`config.mk`:
```
export PLATFORM = sky130hd
export DESIGN_NAME = adaptive_load_balancer_top
export DESIGN_NICKNAME = d
export VERILOG_FILES = /design/src/sv/alb_pkg.sv /design/src/sv/alb_cnt_store.sv /design/src/sv/adaptive_load_balancer_top.sv
export VERILOG_INCLUDE_DIRS = /design/src /design/src/sv
export SDC_FILE = /design/constraint.sdc
export NUM_CORES = 1
export LEC_CHECK = 0
export ABC_AREA = 1
export BUFFER_PORTS_ARGS = -buffer_cell sky130_fd_sc_hd__buf_2
export CORE_MARGIN = 1
export CORE_UTILIZATION = 59
export CTS_BUF_LIST = sky130_fd_sc_hd__clkbuf_8 sky130_fd_sc_hd__clkbuf_16
export DETAILED_ROUTE_END_ITERATION = 10
export PLACE_DENSITY = 0.77
export SYNTH_ARGS = -nofsm -noshare
export SYNTH_HDL_FRONTEND = slang
export SYNTH_SLANG_ARGS = --single-unit
```
`constraint.sdc`:
```
create_clock -name clk -period 18 [get_ports clk]
set_clock_uncertainty 0.2 [all_clocks]
set_input_delay 5.4 -clock clk [delete_from_list [all_inputs] [get_ports clk]]
set_output_delay 5.4 -clock clk [all_outputs]
set_load 0.05 [all_outputs]
```
`src/sv/adaptive_load_balancer_top_assert.svh`:
```
// ----------------------------------------------------------------------------
// Assertion macros for the load balancer
// Clocked on clk, disabled while rst is high.
// ----------------------------------------------------------------------------
`ifndef ADAPTIVE_LOAD_BALANCER_TOP_ASSERT_SVH
`define ADAPTIVE_LOAD_BALANCER_TOP_ASSERT_SVH

// same-cycle implication
`define ALB_ASSERT_IMPLY(lbl, ante, cons) \
  lbl: assert property (@(posedge clk) disable iff (rst) (ante) |-> (cons)) \
    else $error("load balancer check failed");

// next-cycle implication
`define ALB_ASSERT_NEXT(lbl, ante, cons) \
  lbl: assert property (@(posedge clk) disable iff (rst) (ante) |=> (cons)) \
    else $error("load balancer check failed");

`endif

```
`src/sv/alb_pkg.sv`:
```
// ----------------------------------------------------------------------------
// alb_pkg
// Field widths, operation codes, policy codes and register indexes.
// ----------------------------------------------------------------------------
package alb_pkg;

  localparam int OP_W     = 2;
  localparam int SRV_W    = 3;
  localparam int MASK_W   = 8;
  localparam int SUI_W    = 4;
  localparam int THR_W    = 16;
  localparam int WGTS_W   = 64;
  localparam int WEIGHT_W = 8;
  localparam int POL_W    = 2;
  localparam int CIDX_W   = 2;

  // running weight sum over up to eight servers, and products built on it
  localparam int CUM_W    = WEIGHT_W + 3;
  localparam int PROD_W   = CUM_W + SRV_W;
  localparam int SCALE_W  = CUM_W + 1 + 4;

  localparam logic [SUI_W-1:0] SUI_RST = 4'd3;
  localparam logic [THR_W-1:0] THR_RST = 16'd5;

  localparam logic [OP_W-1:0] OP_SELECT  = 2'd0;
  localparam logic [OP_W-1:0] OP_RELEASE = 2'd1;
  localparam logic [OP_W-1:0] OP_TICK    = 2'd2;

  localparam logic [POL_W-1:0] MODE_RR  = 2'd0;
  localparam logic [POL_W-1:0] MODE_LC  = 2'd1;
  localparam logic [POL_W-1:0] MODE_WRR = 2'd2;

  localparam logic [CIDX_W-1:0] REG_SERVERS = 2'd0;
  localparam logic [CIDX_W-1:0] REG_THRESH  = 2'd1;
  localparam logic [CIDX_W-1:0] REG_WEIGHTS = 2'd2;

endpackage

```
`src/sv/alb_cnt_store.sv`:
```
// ----------------------------------------------------------------------------
// alb_cnt_store
// Connection count memory: one write and one registered read per cycle.
// Per-entry valid bits make never-written entries read as zero.
// ----------------------------------------------------------------------------
module alb_cnt_store #(
  parameter int DEPTH  = 8,
  parameter int IDX_W  = 3,
  parameter int DATA_W = 16
) (
  input  logic              clk,
  input  logic              rst,
  input  logic              rd_en,
  input  logic [IDX_W-1:0]  rd_addr,
  output logic [DATA_W-1:0] rd_data,
  input  logic              wr_en,
  input  logic [IDX_W-1:0]  wr_addr,
  input  logic [DATA_W-1:0] wr_data
);

  logic [DATA_W-1:0] mem [DEPTH];
  logic [DEPTH-1:0]  vld;
  logic [DATA_W-1:0] rd_q;
  logic              rd_vld_q;

  always_ff @(posedge clk) begin
    if (wr_en) begin
      mem[wr_addr] <= wr_data;
    end
    if (rd_en) begin
      rd_q <= mem[rd_addr];
    end
  end

  always_ff @(posedge clk) begin
    if (rst) begin
      vld      <= '0;
      rd_vld_q <= 1'b0;
    end else begin
      if (wr_en) begin
        vld[wr_addr] <= 1'b1;
      end
      if (rd_en) begin
        rd_vld_q <= vld[rd_addr];
      end
    end
  end

  assign rd_data = rd_vld_q ? rd_q : '0;

endmodule

```
`src/sv/adaptive_load_balancer_top.sv`:
```
// ----------------------------------------------------------------------------
// adaptive_load_balancer_top
// Backend picker: round-robin, least-connections or weighted round-robin over
// the healthy servers, with per-server connection counts kept in a memory.
// ----------------------------------------------------------------------------
// One item at a time; the next beat is taken the cycle after the result loads.
// Release: read-modify-write of one count (S_RMW_RD, S_RMW_WR), then S_DONE.
// Tick: a serial walk over the count memory, one entry per cycle, summing the
// counts. Select: S_POS reduces the rotor below the healthy count by repeated
// subtraction, then the walk, then the read-modify-write of the chosen count.
// Reset (synchronous) restores the register defaults; counts read as zero
// through per-entry valid bits, so no clearing pass runs.

`include "adaptive_load_balancer_top_assert.svh"

module adaptive_load_balancer_top
  import alb_pkg::*;
#(
  parameter int MAX_SERVERS = 8,
  parameter int COUNT_BITS  = 16
) (
  input  logic              clk,
  input  logic              rst,
  input  logic              cfg_wr_en,
  input  logic [CIDX_W-1:0] cfg_index,
  input  logic [WGTS_W-1:0] cfg_data,
  input  logic              in_valid,
  output logic              in_ready,
  input  logic [OP_W-1:0]   op,
  input  logic [SRV_W-1:0]  server,
  input  logic [MASK_W-1:0] health_mask,
  output logic              out_valid,
  input  logic              out_ready,
  output logic [SRV_W-1:0]  chosen,
  output logic              granted,
  output logic [POL_W-1:0]  policy
);

  localparam int NSRV  = (MAX_SERVERS < 8) ? MAX_SERVERS : 8;
  localparam int IDX_W = $clog2(NSRV);
  localparam int SUM_W = COUNT_BITS + IDX_W;
  localparam int CMP_W = (SUM_W > THR_W) ? SUM_W : THR_W;
  localparam int HRST_N = (int'(SUI_RST) < NSRV) ? int'(SUI_RST) : NSRV;
  localparam logic [MASK_W-1:0] HEALTHY_RST = MASK_W'((1 << HRST_N) - 1);
  localparam logic [IDX_W-1:0]  LAST_IDX    = IDX_W'(NSRV - 1);

  typedef enum logic [2:0] {
    S_IDLE, S_POS, S_WALK, S_RMW_RD, S_RMW_WR, S_DONE
  } state_t;

  // configuration
  logic [SUI_W-1:0]    sui;
  logic [THR_W-1:0]    thr;
  logic [WGTS_W-1:0]   wgts;

  // architectural state
  logic [POL_W-1:0]    mode;
  logic [SRV_W-1:0]    rotor;
  logic [MASK_W-1:0]   healthy;

  // per-item working registers
  state_t              state;
  logic [OP_W-1:0]     cur_op;
  logic [MASK_W-1:0]   cur_mask;
  logic [SRV_W-1:0]    pos;
  logic [PROD_W-1:0]   prod;
  logic [IDX_W-1:0]    iss_idx;
  logic                issuing;
  logic                prc_vld;
  logic                prc_last;
  logic [IDX_W-1:0]    prc_idx;
  logic                found;
  logic [IDX_W-1:0]    pick;
  logic [IDX_W-1:0]    first;
  logic                first_vld;
  logic [3:0]          k;
  logic [CUM_W-1:0]    cum;
  logic [COUNT_BITS-1:0] best;
  logic [SUM_W-1:0]    sum;
  logic [IDX_W-1:0]    rmw_addr;
  logic                granted_r;

  // derived
  logic [SUI_W-1:0]    n_used;
  logic [MASK_W-1:0]   used_mask;
  logic [MASK_W-1:0]   usable;
  logic [3:0]          h;
  logic [WEIGHT_W-1:0] wgt_arr [8];
  logic [CUM_W-1:0]    total;
  logic                is_wrr;

  // walk step
  logic                hit;
  logic [CUM_W-1:0]    cum_next;
  logic                found_next;
  logic [IDX_W-1:0]    pick_next;
  logic [IDX_W-1:0]    first_next;
  logic                first_vld_next;
  logic [3:0]          k_next;
  logic [COUNT_BITS-1:0] best_next;
  logic [SUM_W-1:0]    sum_next;
  logic                wrr_hit;
  logic [IDX_W-1:0]    fin_pick;
  logic                rot_adv;
  logic [SRV_W-1:0]    rot_inc;

  // memory port
  logic                  rd_en;
  logic [IDX_W-1:0]      rd_addr;
  logic [COUNT_BITS-1:0] cnt_rdata;
  logic                  wr_en;
  logic [COUNT_BITS-1:0] wr_data;
  logic                  res_load;
  logic                  pick_usable;

  always_comb begin
    n_used = (sui > SUI_W'(NSRV)) ? SUI_W'(NSRV) : sui;
    for (int i = 0; i < MASK_W; i++) begin
      used_mask[i] = (SUI_W'(i) < n_used);
    end
    usable = healthy & used_mask;
    h      = '0;
    total  = '0;
    for (int i = 0; i < 8; i++) begin
      wgt_arr[i] = wgts[WEIGHT_W*i +: WEIGHT_W];
      h          = h + 4'(usable[i]);
      if (used_mask[i]) begin
        total = total + CUM_W'(wgt_arr[i]);
      end
    end
    is_wrr = (mode != MODE_RR) && (mode != MODE_LC);
  end

  always_comb begin
    hit            = usable[SRV_W'(prc_idx)];
    cum_next       = cum + (hit ? CUM_W'(wgt_arr[SRV_W'(prc_idx)]) : '0);
    found_next     = found;
    pick_next      = pick;
    first_next     = first;
    first_vld_next = first_vld;
    k_next         = k;
    best_next      = best;
    sum_next       = sum + SUM_W'(cnt_rdata);
    // cum >= floor(total*pos/h)  <=>  (cum + 1) * h > total*pos
    wrr_hit = (SCALE_W'(SCALE_W'(cum_next) + SCALE_W'(1)) * SCALE_W'(h))
              > SCALE_W'(prod);
    if (hit) begin
      if (!first_vld) begin
        first_next     = prc_idx;
        first_vld_next = 1'b1;
      end
      k_next = k + 4'd1;
      case (mode)
        MODE_RR: begin
          if (!found && (k == {1'b0, pos})) begin
            found_next = 1'b1;
            pick_next  = prc_idx;
          end
        end
        MODE_LC: begin
          if (!found || (cnt_rdata < best)) begin
            found_next = 1'b1;
            pick_next  = prc_idx;
            best_next  = cnt_rdata;
          end
        end
        default: begin
          if (!found && wrr_hit) begin
            found_next = 1'b1;
            pick_next  = prc_idx;
          end
        end
      endcase
    end
    fin_pick = (is_wrr && !found_next) ? first_next : pick_next;
    rot_adv  = (mode == MODE_RR) || (is_wrr && found_next);
    rot_inc  = ((4'(pos) + 4'd1) == h) ? '0 : SRV_W'(pos + SRV_W'(1));
  end

  assign in_ready = (state == S_IDLE);
  assign res_load = (state == S_DONE) && (!out_valid || out_ready);
  assign rd_en    = ((state == S_WALK) && issuing) || (state == S_RMW_RD);
  assign rd_addr  = (state == S_RMW_RD) ? rmw_addr : iss_idx;
  assign wr_en    = (state == S_RMW_WR);
  always_comb begin
    if (cur_op == OP_SELECT) begin
      wr_data = (cnt_rdata == '1) ? cnt_rdata : cnt_rdata + COUNT_BITS'(1);
    end else begin
      wr_data = (cnt_rdata == '0) ? cnt_rdata : cnt_rdata - COUNT_BITS'(1);
    end
  end
  assign pick_usable = usable[SRV_W'(pick)];

  alb_cnt_store #(
    .DEPTH  (NSRV),
    .IDX_W  (IDX_W),
    .DATA_W (COUNT_BITS)
  ) u_cnt_store (
    .clk     (clk),
    .rst     (rst),
    .rd_en   (rd_en),
    .rd_addr (rd_addr),
    .rd_data (cnt_rdata),
    .wr_en   (wr_en),
    .wr_addr (rmw_addr),
    .wr_data (wr_data)
  );

  always_ff @(posedge clk) begin
    if (rst) begin
      sui <= SUI_RST;
      thr <= THR_RST;
      wgts <= '0;
    end else if (cfg_wr_en) begin
      case (cfg_index)
        REG_SERVERS: sui  <= cfg_data[SUI_W-1:0];
        REG_THRESH:  thr  <= cfg_data[THR_W-1:0];
        REG_WEIGHTS: wgts <= cfg_data;
        default: ;
      endcase
    end
  end

  always_ff @(posedge clk) begin
    if (rst) begin
      state     <= S_IDLE;
      mode      <= MODE_RR;
      rotor     <= '0;
      healthy   <= HEALTHY_RST;
      issuing   <= 1'b0;
      prc_vld   <= 1'b0;
      prc_last  <= 1'b0;
      out_valid <= 1'b0;
      granted_r <= 1'b0;
    end else begin
      if (out_valid && out_ready && !res_load) begin
        out_valid <= 1'b0;
      end

      prc_vld  <= (state == S_WALK) && issuing;
      prc_idx  <= iss_idx;
      prc_last <= (state == S_WALK) && issuing && (iss_idx == LAST_IDX);

      case (state)
        S_IDLE: begin
          if (in_valid) begin
            cur_op    <= op;
            cur_mask  <= health_mask & used_mask;
            pos       <= rotor;
            granted_r <= 1'b0;
            found     <= 1'b0;
            first_vld <= 1'b0;
            k         <= '0;
            cum       <= '0;
            sum       <= '0;
            iss_idx   <= '0;
            case (op)
              OP_SELECT: begin
                state <= (usable == '0) ? S_DONE : S_POS;
              end
              OP_RELEASE: begin
                rmw_addr <= server[IDX_W-1:0];
                state    <= (4'(server) < 4'(NSRV)) ? S_RMW_RD : S_DONE;
              end
              OP_TICK: begin
                if ((health_mask & used_mask) != '0) begin
                  issuing <= 1'b1;
                  state   <= S_WALK;
                end else begin
                  state <= S_DONE;
                end
              end
              default: state <= S_DONE;
            endcase
          end
        end

        S_POS: begin
          // reduce rotor modulo the healthy count, one subtract per cycle
          if ({1'b0, pos} >= h) begin
            pos <= SRV_W'({1'b0, pos} - h);
          end else begin
            prod    <= PROD_W'(total) * PROD_W'(pos);
            issuing <= 1'b1;
            state   <= S_WALK;
          end
        end

        S_WALK: begin
          if (issuing) begin
            iss_idx <= iss_idx + IDX_W'(1);
            if (iss_idx == LAST_IDX) begin
              issuing <= 1'b0;
            end
          end
          if (prc_vld) begin
            if (cur_op == OP_SELECT) begin
              cum       <= cum_next;
              found     <= found_next;
              pick      <= prc_last ? fin_pick : pick_next;
              first     <= first_next;
              first_vld <= first_vld_next;
              k         <= k_next;
              best      <= best_next;
              if (prc_last) begin
                rmw_addr  <= fin_pick;
                granted_r <= 1'b1;
                if (rot_adv) begin
                  rotor <= rot_inc;
                end
                state <= S_RMW_RD;
              end
            end else begin
              sum <= sum_next;
              if (prc_last) begin
                healthy <= cur_mask;
                rotor   <= '0;
                if (CMP_W'(sum_next) > CMP_W'(thr)) begin
                  mode <= MODE_LC;
                end else if (sum_next == '0) begin
                  mode <= MODE_RR;
                end else begin
                  mode <= MODE_WRR;
                end
                state <= S_DONE;
              end
            end
          end
        end

        S_RMW_RD: state <= S_RMW_WR;

        S_RMW_WR: state <= S_DONE;

        S_DONE: begin
          if (res_load) begin
            out_valid <= 1'b1;
            chosen    <= granted_r ? SRV_W'(pick) : '0;
            granted   <= granted_r;
            policy    <= mode;
            state     <= S_IDLE;
          end
        end

        default: state <= S_IDLE;
      endcase
    end
  end

  `ALB_ASSERT_IMPLY(a_grant_usable, res_load && granted_r, pick_usable)
  `ALB_ASSERT_IMPLY(a_idle_chosen_zero, out_valid && !granted, chosen == '0)
  `ALB_ASSERT_NEXT(a_one_in_flight, in_valid && in_ready, !in_ready)

endmodule

```
==> results of run 1 <==
-- logic make-up after synthesis --
group,after synthesis
adder cells (fa/ha/maj),218
AND/OR/NAND/NOR,1195
buffers and inverters,490
AO/OA/AOI/OAI,544
XOR/XNOR,85
flip-flops,358
-- area by class of cell --
class	count	area, µm²
antenna	2	5.00
clock buffer	43	1040
clock inverter	29	280
fill	3189	13200
inverter	402	1510
multi-input combinational	2042	11800
sequential	358	9610
tap	518	648
timing repair buffer	115	636
-- flip-flops by register name (all words and copies together) (netlist names), 4 cells and up --
| register | flops |
|---|---|
| best | 16 |
| cum | 11 |
| cur_mask | 8 |
| healthy | 8 |
| k | 4 |
| prod | 14 |
| sui | 4 |
| sum | 19 |
| thr | 16 |
| u_cnt_store.mem | 128 |
| u_cnt_store.rd_q | 16 |
| u_cnt_store.vld | 8 |
| wgts | 64 |
-- metal layers --
metal | share of wire, % | up-vias | global-route usage [%]
met5 | 0 | - | 0
met4 | 3.8 | 0 | 12.6
met3 | 6.0 | 115 | 3.65
met2 | 48 | 665 | 53.5
met1 | 42 | 9545 | 38.9
li1 | - | 9709 | -
-- power by group --
| group | internal, µW | switching [µW] |
|---|---|---|
| Clock | 479 | 343 |
| Combinational | 614 | 1210 |
| Sequential | 1110 | 56.6 |
-- path summary, 6_finish.rpt --
check	start	to	slack [ps]	cells past startpoint
worst min-delay path	cur_mask[0]$_DFFE_PP_	healthy[0]$_SDFFE_PP1P_	250	2
worst min register to register	cur_mask[0]$_DFFE_PP_	healthy[0]$_SDFFE_PP1P_	250	2
worst max register to register	sui[3]$_SDFFE_PP0P_	prod[12]$_DFFE_PP_	7000	57
worst max-delay path	sui[3]$_SDFFE_PP0P_	prod[12]$_DFFE_PP_	7000	57
-- worst max-delay path: cells and delay by family (launching register included) --
kind | cells | cell delay [ps]
adder cells (fa/ha/maj) | 10 | 3610
XOR/XNOR | 2 | 320
flip-flops | 1 | 490
AND/OR/NAND/NOR | 20 | 2680
buffers and inverters | 12 | 780
AO/OA/AOI/OAI | 13 | 2690
-- Yosys cell counts (11+ instances only) --
library cell / count
nor2_1: 494
nand2_1: 472
inv_1: 391
edfxtp_1: 244
o21ai_0: 235
ha_1: 174
a21oi_1: 161
dfxtp_1: 114
nand3_1: 104
clkbuf_1: 75
xor2_1: 63
fa_1: 44
nor3_1: 40
a31oi_1: 25
xnor2_1: 22
nand4_1: 21
o22ai_1: 21
o21ai_1: 14
o31ai_1: 14
and2_1: 12
o211ai_1: 12
nand2_2: 11
-- through the flow --
step	cell area (µm²)	worst slack, ps	hold slack, ps	power [µW]
CTS	25600	7040	256	3810
global placement	24200	7350	239	2900
global route	25600	5980	283	4100
finish	25600	7000	252	3820
floorplan	23300	8440	229	2500
detailed placement	24200	7070	251	2980
==> metrics.txt, run 1 <==
final HPWL from detailed placement=45400 µm; CP dominant cell by count=inv_1; row cnt=72; sequential area share after synthesis=41.3%; Cells after Synth=2890; Area contributors post-synth=edfxtp_1 (31%), dfxtp_1 (9.8%), ha_1 (9.4%); Post-synth EDFFs=between 200 and 250; critical path arrival=11130 ps; critical path type=reg2reg; gr ovfl total=0; Worst-Skew Late Latency=580 ps; Vias=20034; Yosys cell types=55; clk sinks=358; final hold violations=0; LEAKAGE=roughly 0.012 µW; Total Wirelength=61500 µm; number of global-route vias before repair=19526; synthesized area=23300 µm²; Final min period=roughly 11000 ps; Top FF cell, synth=edfxtp_1; CP max-delay cell=fa_1; initial antenna violation count=3; Vias per Instance=~5.7; global-route usage over all layers=a little under a third; mux contribution to synthesized area=0%; Num CTS Buffers=39; Seq cells post-synth=about 360; IO Count=slightly above 90; fin cells=3509; global-route wire length before repair=between 90000 and 100000 µm; Final nets=3260; gpl congestion=about 0.94; area leader, netlist=edfxtp_1; drt initial violations=1624; Syn Nets=3192; H-tree levels=2; Post-Synth Adder-Cell Area=13.1%; Synth Area per Inst=a little over 8 µm²; final critical-path share of the clock period=between 60% and 70%; Synth top area share=31.5%; combinational family with the most area after synthesis=simple AND/OR/NAND/NOR gates; post-layout util=between 60% and 70%; Die Ht=201 µm; CP max stage delay=510 ps; highest-count cells in the layout ignoring fill and taps=nor2_1 (494), nand2_1 (471), inv_1 (397); max_cap viols=0; Root Driver=clkbuf_16; Clock transition at path regs=60 ps; layout cells sized above 1=7.63%; Setup-failing EPs final=0; Placed Cells=3435; Max Buffers Root-to-Sink=3; die area=40200 µm²; Synth Area in XOR/XNOR=3.20%; status=complete, no violations; Worst Tran Pin Value=1160 ps; simple logic cell fraction of the synthesized area=21.3%; Routed wire per std cell=17.5 µm; number of port buffers=91; worst vdd ir=roughly 0.00013 V; chip width=201 µm; Post-CTS Setup Bufs=0; setup TNS=0 ps; Hold Crit Class=reg2reg; post-synthesis compound-gate area fraction=13.1%; CTS Hold Bufs=0; Worst slew margin=22.4%; TritonRoute pass-1 iters=5; antenna viol nets, final=0; pin count of the biggest net entering global routing=approximately 100; core area=38700 µm²; Critical Path Fanout Max=19; Worst Setup Start Kind=flip-flop; Area growth, synth to finish=9.87%; most common cell after layout, fill and taps aside=nor2_1; achievable frequency=90.9 MHz; Setup crit end kind=flip-flop; drt drc=0; power density over the cells=~150 nW/µm²; TritonCTS clock tree=built; post-CTS sizing=0; Starting Density=60.1%; post-synthesis async set-or-reset flop share=0%; WP data required=18120 ps; Yosys warning total=0; RSZ-0062 raised after global routing=false; Slew Limit Fails=0
(Power assumes the default switching activity.)
==> run 2, diff against run 1 <==
--- a/config.mk
+++ b/config.mk
@@ -9,7 +9,7 @@
 export ABC_AREA = 1
 export BUFFER_PORTS_ARGS = -buffer_cell sky130_fd_sc_hd__buf_2
 export CORE_MARGIN = 1
-export CORE_UTILIZATION = 59
+export CORE_UTILIZATION = 57
 export CTS_BUF_LIST = sky130_fd_sc_hd__clkbuf_8 sky130_fd_sc_hd__clkbuf_16
 export DETAILED_ROUTE_END_ITERATION = 10
 export PLACE_DENSITY = 0.77
==> constraint.sdc (replaced) <==
create_clock -name clk -period 9.8 [get_ports clk]
set_clock_uncertainty 0.2 [all_clocks]
set_input_delay 2.94 -clock clk [delete_from_list [all_inputs] [get_ports clk]]
set_output_delay 2.94 -clock clk [all_outputs]
set_load 0.05 [all_outputs]
==> metrics.txt, run 2 (synthesized netlist as in run 1, its figures left out) <==
Worst Setup Start Kind=flip-flop; global-route wire length before repair=99900 µm; Slew Limit Fails=0; total power=7200 µW; initial antenna violation count=3; reg2reg setup slack=400 ps; antenna viol nets, final=0; Die Ht=204 µm; Worst Hold Path EP=healthy[0]$_SDFFE_PP1P_; number of port buffers=91; most common cell after layout, fill and taps aside=nor2_1; Placed Cells=3502; worst hold start=cur_mask[0]$_DFFE_PP_; M1 WL=roughly 25000 µm; Final min period=approximately 9400 ps; Clock transition at path regs=60 ps; Area growth, synth to finish=14.5%; core area=around 40000 µm²; drt initial violations=1643; gr ovfl total=0; Vias per Instance=roughly 5.7; TritonRoute pass-1 iters=5; Reg2Reg Depth=57; number of global-route vias before repair=about 20000; Met3 Routed Length=4250 µm; critical path type=reg2reg; setup TNS=0 ps; pin count of the biggest net entering global routing=101; Final nets=3334; Hold Crit Class=reg2reg; Total Wirelength=62600 µm; final hold violations=0; critical path arrival=approximately 9600 ps; achievable frequency=106 MHz; Reg with most FFs=u_cnt_store.mem; layout cells sized above 1=12.7%; CTS Hold Bufs=0; IO Count=92; routed length on met2=around 31000 µm; Hold Path Depth=2; worst r2r src=sui[2]$_SDFFE_PP0P_; die area=about 42000 µm²; clk sinks=358; Top Registers=u_cnt_store.mem: 128 flops, wgts: 64 flops, sum: 19 flops; H-tree levels=2; row cnt=73; Critical Path Fanout Max=3; worst vdd ir=about 0.00019 V; Reg2Reg Capture Point=prod[13]$_DFFE_PP_; Setup-failing EPs final=0; final critical-path share of the clock period=95.9%; Max Buffers Root-to-Sink=3; CP max-delay cell=fa_2; status=complete, no violations; Worst-Skew Late Latency=580 ps; Hold Slack=244 ps; gpl congestion=0.987; Final WS setup=about 400 ps; fin cells=3590; WP data required=around 10000 ps; Num CTS Buffers=39; Routed wire per std cell=17.4 µm; drt drc=0; Setup crit end kind=flip-flop; CP max stage delay=530 ps; max_cap viols=0; max reg flops=between 100 and 150; Vias=20369; power density over the cells=270 nW/µm²; Worst Tran Pin Value=1170 ps; global-route usage over all layers=30.3%; final HPWL from detailed placement=45700 µm; Place WS=-86.8 ps; chip width=204 µm; highest-count cells in the layout ignoring fill and taps=nor2_1 (490), nand2_1 (468), inv_1 (391); LEAKAGE=roughly 0.012 µW; Root Driver=clkbuf_16; Starting Density=between 50% and 60%; top sig layer=met5; TritonCTS clock tree=built; Worst slew margin=21.3%
run 2: worst max-delay path: cells and delay by family (launching register included):
family,cells,cell delay [ps]
AO/OA/AOI/OAI,17,2520
XOR/XNOR,1,160
adder cells (fa/ha/maj),10,3500
buffers and inverters,12,990
flip-flops,1,370
AND/OR/NAND/NOR,17,1490
run 2: how the worst max path moves through the flow:
stage,startpoint,end,slack [ps],depth (start not counted)
final,sui[2]$_SDFFE_PP0P_,prod[13]$_DFFE_PP_,400,57
after CTS,sui[2]$_SDFFE_PP0P_,prod[13]$_DFFE_PP_,3,54
after detailed placement,sui[2]$_SDFFE_PP0P_,prod[13]$_DFFE_PP_,-90,54
after floorplan,sui[3]$_SDFFE_PP0P_,prod[12]$_DFFE_PP_,240,59
after global placement,sui[2]$_SDFFE_PP0P_,prod[12]$_DFFE_PP_,70,59
after global routing,sui[2]$_SDFFE_PP0P_,prod[13]$_DFFE_PP_,-260,59
run 2: cell type report:
type	count	area, µm²
Multi-Input combinational cell	2042	12300
Clock buffer	50	1140
Clock inverter	22	208
Inverter	402	1510
Timing Repair Buffer	189	1210
Sequential cell	358	9620
Tap cell	525	657
Fill cell	3257	13400
Antenna cell	2	5.00
run 2: per-stage QoR:
stage	instance area, µm²	utilization, %
after floorplan	23300	-
after global placement	24700	61.8
after detailed placement	24700	61.8
after CTS	26100	65.2
after global routing	26600	66.6
final	26600	66.6
run 2: power by group:
group	total, µW	switching (µW)	internal, µW
combinational	3520	2270	1250
clock	1530	646	883
sequential	2150	106	2040
run 2: repair_timing:
item | CTS | global route
gates resized for setup | 3 | 108
setup buffers | 1 | 13
pin swaps | 2 | 44
endpoints found under the setup margin | 3 | 16
run 2: per-layer routing:
metal  global-route usage, %  up-vias
met2                    52.7      723
met1                    38.0     9632
met5                       0        -
met3                    4.13      156
li1                        -     9856
met4                    11.8        2
